==> src/rtl/core/pps_pkg.sv <==
`default_nettype none

package pps_pkg;

    // commands from the controller to the datapath
    typedef struct packed {
        logic latch;
        logic load;
        logic scan_rd;
        logic update;
        logic emit;
    } cmd_t;

    // status from the datapath to the controller
    typedef struct packed {
        logic scan_last;
    } status_t;

endpackage

`default_nettype wire

==> src/rtl/core/pps_ctrl.sv <==
`default_nettype none

module pps_ctrl (
    input  wire logic            clk,
    input  wire logic            rst_n,
    input  wire logic            start,
    input  wire logic            operation,
    input  wire pps_pkg::status_t status,
    output pps_pkg::cmd_t        cmd,
    output logic                 busy
);

    typedef enum logic [2:0] {
        S_IDLE,
        S_LOAD,
        S_SCAN,
        S_DRAIN,
        S_UPDATE,
        S_FINISH
    } state_t;

    state_t state_reg;
    state_t state_next;
    logic   busy_reg;
    logic   accept;

    assign accept = start && !busy_reg;
    assign busy   = busy_reg;

    always_comb
    begin
        state_next = state_reg;
        cmd        = '0;
        cmd.latch  = accept;
        unique case (state_reg)
            S_IDLE:
            begin
                if (accept)
                begin
                    state_next = operation ? S_SCAN : S_LOAD;
                end
            end
            S_LOAD:
            begin
                cmd.load   = 1'b1;
                state_next = S_IDLE;
            end
            S_SCAN:
            begin
                cmd.scan_rd = 1'b1;
                if (status.scan_last)
                begin
                    state_next = S_DRAIN;
                end
            end
            S_DRAIN:
            begin
                state_next = S_UPDATE;
            end
            S_UPDATE:
            begin
                cmd.update = 1'b1;
                state_next = S_FINISH;
            end
            S_FINISH:
            begin
                cmd.emit   = 1'b1;
                state_next = S_IDLE;
            end
            default:
            begin
                state_next = S_IDLE;
            end
        endcase
    end

    always_ff @(posedge clk or negedge rst_n)
    begin
        if (!rst_n)
        begin
            state_reg <= S_IDLE;
            busy_reg  <= 1'b0;
        end
        else
        begin
            state_reg <= state_next;
            busy_reg  <= (state_next != S_IDLE);
        end
    end

endmodule

`default_nettype wire

==> src/rtl/core/pps_datapath.sv <==
`default_nettype none

module pps_datapath #(
    parameter int MAX_TASKS = 16,
    parameter int TIME_BITS = 16
) (
    input  wire logic             clk,
    input  wire logic             rst_n,
    input  wire pps_pkg::cmd_t    cmd,
    output pps_pkg::status_t      status,
    input  wire logic [3:0]       task_slot,
    input  wire logic [15:0]      arrival_time,
    input  wire logic [15:0]      burst_length,
    input  wire logic [7:0]       task_priority,
    output logic                  valid,
    output logic [15:0]           tick_time,
    output logic                  ran_task,
    output logic [3:0]            chosen_slot,
    output logic                  task_finished,
    output logic [15:0]           turnaround,
    output logic [15:0]           waiting,
    output logic                  all_done
);

    localparam int IW = (MAX_TASKS > 1) ? $clog2(MAX_TASKS) : 1;
    localparam int TB = TIME_BITS;

    // task table
    logic [TB-1:0] arr_mem   [MAX_TASKS];
    logic [TB-1:0] burst_mem [MAX_TASKS];
    logic [TB-1:0] rem_mem   [MAX_TASKS];
    logic [7:0]    pri_mem   [MAX_TASKS];
    logic [MAX_TASKS-1:0] loaded_reg;

    // latched input word
    logic [3:0]    slot_reg;
    logic [TB-1:0] in_arr_reg;
    logic [TB-1:0] in_burst_reg;
    logic [7:0]    in_pri_reg;

    logic [TB-1:0] time_reg;

    // scan pipeline
    logic [IW-1:0] idx_reg;
    logic          rd_valid_reg;
    logic [IW-1:0] rd_idx_reg;
    logic [TB-1:0] rd_arr_reg;
    logic [TB-1:0] rd_burst_reg;
    logic [TB-1:0] rd_rem_reg;
    logic [7:0]    rd_pri_reg;
    logic          rd_loaded_reg;

    // running best
    logic          found_reg;
    logic          any_reg;
    logic          multi_reg;
    logic [IW-1:0] best_idx_reg;
    logic [TB-1:0] best_arr_reg;
    logic [TB-1:0] best_burst_reg;
    logic [TB-1:0] best_rem_reg;
    logic [7:0]    best_pri_reg;

    // update stage
    logic          fin_reg;
    logic [TB-1:0] tat_reg;

    // outputs
    logic          valid_reg;
    logic [15:0]   tick_time_reg;
    logic          ran_reg;
    logic [3:0]    chosen_reg;
    logic          finished_reg;
    logic [15:0]   tat_out_reg;
    logic [15:0]   wt_out_reg;
    logic          done_reg;

    logic          slot_ok;
    logic [IW-1:0] slot_idx;
    logic          rd_work;
    logic          rd_elig;
    logic          rd_better;
    logic [TB-1:0] rem_dec;
    logic [TB-1:0] time_inc;
    logic [TB-1:0] wt_val;

    assign slot_ok  = (32'(slot_reg) < MAX_TASKS);
    assign slot_idx = IW'(slot_reg);
    assign status.scan_last = (idx_reg == IW'(MAX_TASKS - 1));

    assign rd_work   = rd_loaded_reg && (rd_rem_reg != '0);
    assign rd_elig   = rd_work && (rd_arr_reg <= time_reg);
    assign rd_better = !found_reg
                       || (rd_pri_reg < best_pri_reg)
                       || ((rd_pri_reg == best_pri_reg) && (rd_arr_reg < best_arr_reg));

    assign rem_dec  = best_rem_reg - TB'(1);
    assign time_inc = time_reg + TB'(1);
    assign wt_val   = (tat_reg >= best_burst_reg) ? (tat_reg - best_burst_reg) : '0;

    // input latch
    always_ff @(posedge clk)
    begin
        if (cmd.latch)
        begin
            slot_reg     <= task_slot;
            in_arr_reg   <= TB'(arrival_time);
            in_burst_reg <= TB'(burst_length);
            in_pri_reg   <= task_priority;
        end
    end

    // table memories, one write address and one read address per cycle
    always_ff @(posedge clk)
    begin
        if (cmd.load && slot_ok)
        begin
            arr_mem[slot_idx]   <= in_arr_reg;
            burst_mem[slot_idx] <= in_burst_reg;
            pri_mem[slot_idx]   <= in_pri_reg;
            rem_mem[slot_idx]   <= in_burst_reg;
        end
        else if (cmd.update && found_reg)
        begin
            rem_mem[best_idx_reg] <= rem_dec;
        end
        if (cmd.scan_rd)
        begin
            rd_idx_reg   <= idx_reg;
            rd_arr_reg   <= arr_mem[idx_reg];
            rd_burst_reg <= burst_mem[idx_reg];
            rd_rem_reg   <= rem_mem[idx_reg];
            rd_pri_reg   <= pri_mem[idx_reg];
        end
    end

    always_ff @(posedge clk or negedge rst_n)
    begin
        if (!rst_n)
        begin
            loaded_reg    <= '0;
            time_reg      <= '0;
            idx_reg       <= '0;
            rd_valid_reg  <= 1'b0;
            rd_loaded_reg <= 1'b0;
            found_reg     <= 1'b0;
            any_reg       <= 1'b0;
            multi_reg     <= 1'b0;
            valid_reg     <= 1'b0;
        end
        else
        begin
            rd_valid_reg <= cmd.scan_rd;
            valid_reg    <= cmd.emit;
            if (cmd.load && slot_ok)
            begin
                loaded_reg[slot_idx] <= 1'b1;
            end
            if (cmd.latch)
            begin
                idx_reg   <= '0;
                found_reg <= 1'b0;
                any_reg   <= 1'b0;
                multi_reg <= 1'b0;
            end
            else
            begin
                if (cmd.scan_rd)
                begin
                    idx_reg       <= idx_reg + IW'(1);
                    rd_loaded_reg <= loaded_reg[idx_reg];
                end
                if (rd_valid_reg)
                begin
                    if (rd_work)
                    begin
                        any_reg <= 1'b1;
                        if (any_reg)
                        begin
                            multi_reg <= 1'b1;
                        end
                    end
                    if (rd_elig && rd_better)
                    begin
                        found_reg <= 1'b1;
                    end
                end
            end
            if (cmd.update)
            begin
                time_reg <= time_inc;
            end
        end
    end

    // best candidate and result registers
    always_ff @(posedge clk)
    begin
        if (rd_valid_reg && rd_elig && rd_better)
        begin
            best_idx_reg   <= rd_idx_reg;
            best_arr_reg   <= rd_arr_reg;
            best_burst_reg <= rd_burst_reg;
            best_rem_reg   <= rd_rem_reg;
            best_pri_reg   <= rd_pri_reg;
        end
        if (cmd.update)
        begin
            tick_time_reg <= 16'(time_reg);
            fin_reg       <= found_reg && (rem_dec == '0);
            tat_reg       <= time_inc - best_arr_reg;
        end
        if (cmd.emit)
        begin
            ran_reg      <= found_reg;
            chosen_reg   <= found_reg ? 4'(best_idx_reg) : 4'd0;
            finished_reg <= fin_reg;
            tat_out_reg  <= fin_reg ? 16'(tat_reg) : 16'd0;
            wt_out_reg   <= fin_reg ? 16'(wt_val) : 16'd0;
            // only the chosen task can be left with work when it finishes
            done_reg     <= !any_reg || (!multi_reg && fin_reg);
        end
    end

    assign valid         = valid_reg;
    assign tick_time     = tick_time_reg;
    assign ran_task      = ran_reg;
    assign chosen_slot   = chosen_reg;
    assign task_finished = finished_reg;
    assign turnaround    = tat_out_reg;
    assign waiting       = wt_out_reg;
    assign all_done      = done_reg;

endmodule

`default_nettype wire

==> src/rtl/core/preemptive_priority_scheduler_unit.sv <==
// channel  | handshake            | word
// ---------+----------------------+------------------------------------------------
// input    | start & !busy        | operation, task_slot, arrival_time,
//          |                      | burst_length, task_priority
// result   | valid (one cycle)    | tick_time, ran_task, chosen_slot, task_finished,
//          |                      | turnaround, waiting, all_done
//
// a load word keeps busy high for 1 cycle; a tick word keeps it high through the scan, drain,
// update and finish states, with one table read per cycle during the scan
// the tick result shows on valid in the same cycle that busy drops, when a new word
// may already be taken
// rst_n clears the loaded flags and the time counter; table contents are not cleared
// the receiver cannot stall: each result is marked by valid for exactly one cycle
`default_nettype none

module preemptive_priority_scheduler_unit #(
    parameter int MAX_TASKS = 16,
    parameter int TIME_BITS = 16
) (
    input  wire logic        clk,
    input  wire logic        rst_n,
    input  wire logic        start,
    output logic             busy,
    input  wire logic        operation,
    input  wire logic [3:0]  task_slot,
    input  wire logic [15:0] arrival_time,
    input  wire logic [15:0] burst_length,
    input  wire logic [7:0]  task_priority,
    output logic             valid,
    output logic [15:0]      tick_time,
    output logic             ran_task,
    output logic [3:0]       chosen_slot,
    output logic             task_finished,
    output logic [15:0]      turnaround,
    output logic [15:0]      waiting,
    output logic             all_done
);

    pps_pkg::cmd_t    cmd;
    pps_pkg::status_t status;

    pps_ctrl u_ctrl (
        .clk       (clk),
        .rst_n     (rst_n),
        .start     (start),
        .operation (operation),
        .status    (status),
        .cmd       (cmd),
        .busy      (busy)
    );

    pps_datapath #(
        .MAX_TASKS (MAX_TASKS),
        .TIME_BITS (TIME_BITS)
    ) u_datapath (
        .clk           (clk),
        .rst_n         (rst_n),
        .cmd           (cmd),
        .status        (status),
        .task_slot     (task_slot),
        .arrival_time  (arrival_time),
        .burst_length  (burst_length),
        .task_priority (task_priority),
        .valid         (valid),
        .tick_time     (tick_time),
        .ran_task      (ran_task),
        .chosen_slot   (chosen_slot),
        .task_finished (task_finished),
        .turnaround    (turnaround),
        .waiting       (waiting),
        .all_done      (all_done)
    );

endmodule

`default_nettype wire

==> config.mk <==
export PLATFORM = sky130hd
export DESIGN_NAME = preemptive_priority_scheduler_unit
export DESIGN_NICKNAME = d
export VERILOG_FILES = /design/src/rtl/core/pps_pkg.sv /design/src/rtl/core/pps_ctrl.sv /design/src/rtl/core/pps_datapath.sv /design/src/rtl/core/preemptive_priority_scheduler_unit.sv
export SDC_FILE = /design/constraint.sdc
export NUM_CORES = 1
export LEC_CHECK = 0
export BUFFER_PORTS_ARGS = -buffer_cell sky130_fd_sc_hd__clkbuf_2
export CORE_UTILIZATION = 55
export CTS_BUF_LIST = sky130_fd_sc_hd__clkbuf_4
export CTS_CLUSTER_DIAMETER = 80
export DETAILED_ROUTE_END_ITERATION = 10
export GPL_TIMING_DRIVEN = 0
export HOLD_SLACK_MARGIN = 0.08
export MAX_ROUTING_LAYER = met4
export PLACE_DENSITY = 0.71
export SLEW_MARGIN = 0
export SYNTH_ARGS = -nofsm -noshare
export SYNTH_HDL_FRONTEND = slang
export SYNTH_SLANG_ARGS = --single-unit
==> constraint.sdc <==
create_clock -name clk -period 6.1 [get_ports clk]
set_input_delay 0.61 -clock clk [delete_from_list [all_inputs] [get_ports clk]]
set_output_delay 0.61 -clock clk [all_outputs]
set_load 0.01 [all_outputs]
==> flow_summary.ini <==
[synth]
synth_fa_ha_area_share_pct = 2.06
syn-instance-count = 2618
ys_types = 69
syn_nets = 2742
synth-seq-area-share_pct = 75.1
synthMuxAreaShare_pct = 10.6
synthSimpleGateAreaFrac_pct = 3.59
yosys.area_share.xor_xnor_pct = 1.35
synthFlopType = edfxtp_1
synth-compound-area-share_pct = 5.61
synth_area_per_cell_sq_um = 17.9
yosys.area.top_type = edfxtp_1
synth.area.top_cells = edfxtp_1, mux4_2, mux2i_1, dfrtp_1, ha_1
synth_edf_count = 1132
synthArstFlopShare_pct = 3.90
ys_warn_count = 0
ys_seq_elements = 1178
synth_top_family_by_area = multiplexers
synth_area_sq_mm = 0.0468
yosysTopAreaCellShare_pct = 72.7

[setup_path]
slowest_delay_ns = 1.00
start_kind = flip-flop
criticalPathCategory = flip-flop to flip-flop
endpoint_kind = flip-flop
cp_cell_sequence = buf_2, buf_2, clkbuf_1, mux4_2, a22oi_1, nand2_1
crit_path_frequent_cell = buf_2
cp.required_ns = 6.93
worstPathArrival_ns = 4.39
cp_max_fo = 10
cp_slowest_cell = clkbuf_1

[clock_network]
clkSinkCount = 1178
clockBufferDepth = 4
cts_made_buffers = 309
cts-root-buf = clkbuf_4
cts.clk_slew.worst_paths_ns = 0.07
ctsHtreeMaxLevel = 5
cts_tree = yes
clock_latency_ns = 1.18

[cells_and_area]
final_area_sq_mm = 0.0540
syn_to_final_growth_pct = 15.4
nets = 3274
drive_gt1_share_pct = 26.8
biggestRegsByFlops = u_datapath.arr_mem (256), u_datapath.burst_mem (256), u_datapath.rem_mem (256)

[run_status]
status = finished clean

[floorplan]
fp-row-count = 106
die_x_um = 294
ios = 105
start_util_pct = 55.7
die_h_um = 294
fp.dieArea_sq_mm = 0.0862
core_area_sq_mm = 0.0840

[sta]
finalCriticalPeriod_ns = 3.56
rsz0062_at_grt = no
max_freq_mhz = 281
tns_ns = 0
skew_ns = 0.120
fin_crit_sh_pct = 58.4
hold-worst-slack_ns = 0.207
hold_violations = 0
worstMarginPinSlew_ns = 1.35
relSlewSlack_pct = 9.88
final_max_slew_viol_count = 0
setup_ws_ns = 2.54
setup_violations = 0

[power_and_ir_drop]
p_sw_share_pct = 29.7
power.density_mw_per_mm2 = 391
p_clk_share_pct = 29.7
p_sw_uw = 6270
seqPwrFrac_pct = 48.7
power_frac_comb_pct = 21.6
ir_worst_vdd_uv = 194
p_leak_uw = 0.0186
p_int_uw = 14900

[place]
routabilityCongestion = 0.919
port-buffer-count = 104
dp_hpwl_um = 77400
placed_cell_area_sq_mm = 0.0499
dp_slack_ns = 2.44

[routing]
drc = 0
routed_wl_um = 117000
vias = 26870
dr.first_iter.drc_count = 3439
via_per_inst = 6.00
dr.pass1.iters = 6
avgRoutedWirePerCell_um = 26.0
ant_nets = 0

[global_route]
grt_remaining_overflow = 0
grt_util_all_layers_pct = 28.3
antenna_found_initial = 5
grt_pass1_vias = 27399
grt_max_degree = 47
grt_pass1_wl_um = 170000

[hold_path]
hp-class = input port to flip-flop

[flow_run]
maxCapViolCount = 0
==> what timing repair did <==
item                                   4_1_cts  5_1_grt
setup endpoints to repair                    0        0
buffers inserted                             0        0
endpoints found under the hold margin       95       10
resized for setup                            0        0
hold buffers                                52        1
==> power by group through the flow <==
| stage | Sequential, uW | Combinational (uW) | Clock (uW) |
|---|---|---|---|
| detailed placement | 10500 | 4460 | 0 |
| finish | 10300 | 4560 | 6280 |
| floorplan | 10300 | 2840 | 0 |
| global placement | 10500 | 4210 | 0 |
| CTS | 10300 | 4500 | 6390 |
| global route | 10300 | 4830 | 6800 |
==> cell type report <==
cell class | count | area, sq um
clock buffers | 419 | 3150
fillers | 5788 | 29900
inverters | 74 | 279
clock inverters | 82 | 378
repair buffers | 221 | 2100
flip-flops and latches | 1178 | 35100
diodes | 8 | 20.0
plain buffers | 107 | 497
well taps | 1134 | 1420
multi-input cells | 1259 | 11000
==> logic make-up after synthesis <==
family                   count (synthesis)
AO/OA/AOI/OAI                          420
flip-flops                            1178
AND/OR/NAND/NOR                        349
buffers and inverters                  181
multiplexers                           342
adder cells (fa/ha/maj)                 76
XOR/XNOR                                72
==> worst paths after layout <==
path / depth (start not counted) / slack (ns) / end / startpoint
max: 6 / 2.54 / u_datapath.rd_arr_reg[13] / u_datapath.idx_reg[1]
min: 2 / 0.21 / u_datapath.in_pri_reg[4] / task_priority[4]
max reg2reg: 6 / 2.54 / u_datapath.rd_arr_reg[13] / u_datapath.idx_reg[1]
min reg2reg: 0 / 0.42 / u_datapath.best_burst_reg[9] / u_datapath.rd_burst_reg[9]
max in group asynchronous: 4 / 5.05 / u_datapath.valid / rst_n
min in group asynchronous: 3 / 0.51 / u_datapath.time_reg[9] / rst_n
==> worst max-delay path: cells and delay by family, from the launching register on <==
kind,cells,cell delay (ns)
AND/OR/NAND/NOR,1,0.20
multiplexers,1,0.43
flip-flops,1,0.50
buffers and inverters,3,1.89
AO/OA/AOI/OAI,1,0.22
==> metal layers <==
layer	vias to the layer above	routed length, um	track usage [%]	share of wire (%)
li1	11636	-	-	-
met1	13438	45800	36.9	39
met2	1576	55000	43.1	47
met3	220	12700	7.42	11
met4	0	3170	10.7	2.7
met5	-	0	-	0
==> layout by cell type, fill, tap and decap left out, types with 58 or more instances in the layout <==
cell type and n:
a21oi_1 92, a22oi_1 58, clkbuf_2 104, clkbuf_4 419, clkinv_1 62, edfxtp_1 1132, ha_1 74, inv_1 73
mux2i_1 169, mux4_2 117, nand2_1 119, nor2_1 67, o21ai_0 140
==> cells in the mapped netlist (57+ instances only) <==
library cell,instances
a21oi_1,92
a22oi_1,58
clkbuf_1,57
edfxtp_1,1132
ha_1,74
inv_1,73
mux2i_1,169
mux4_2,117
nand2_1,119
nor2_1,95
o21ai_0,156
==> stage by stage <==
stage	power, uW	util, %	instances
2_1_floorplan	13100	-	2618
3_3_place_gp	14700	58.0	3856
3_5_place_dp	14900	59.4	3915
4_1_cts	21200	64.2	4468
5_1_grt	22000	64.3	4481
6_report	21100	64.3	4482
No activity file was read; power rests on OpenSTA's default activity.
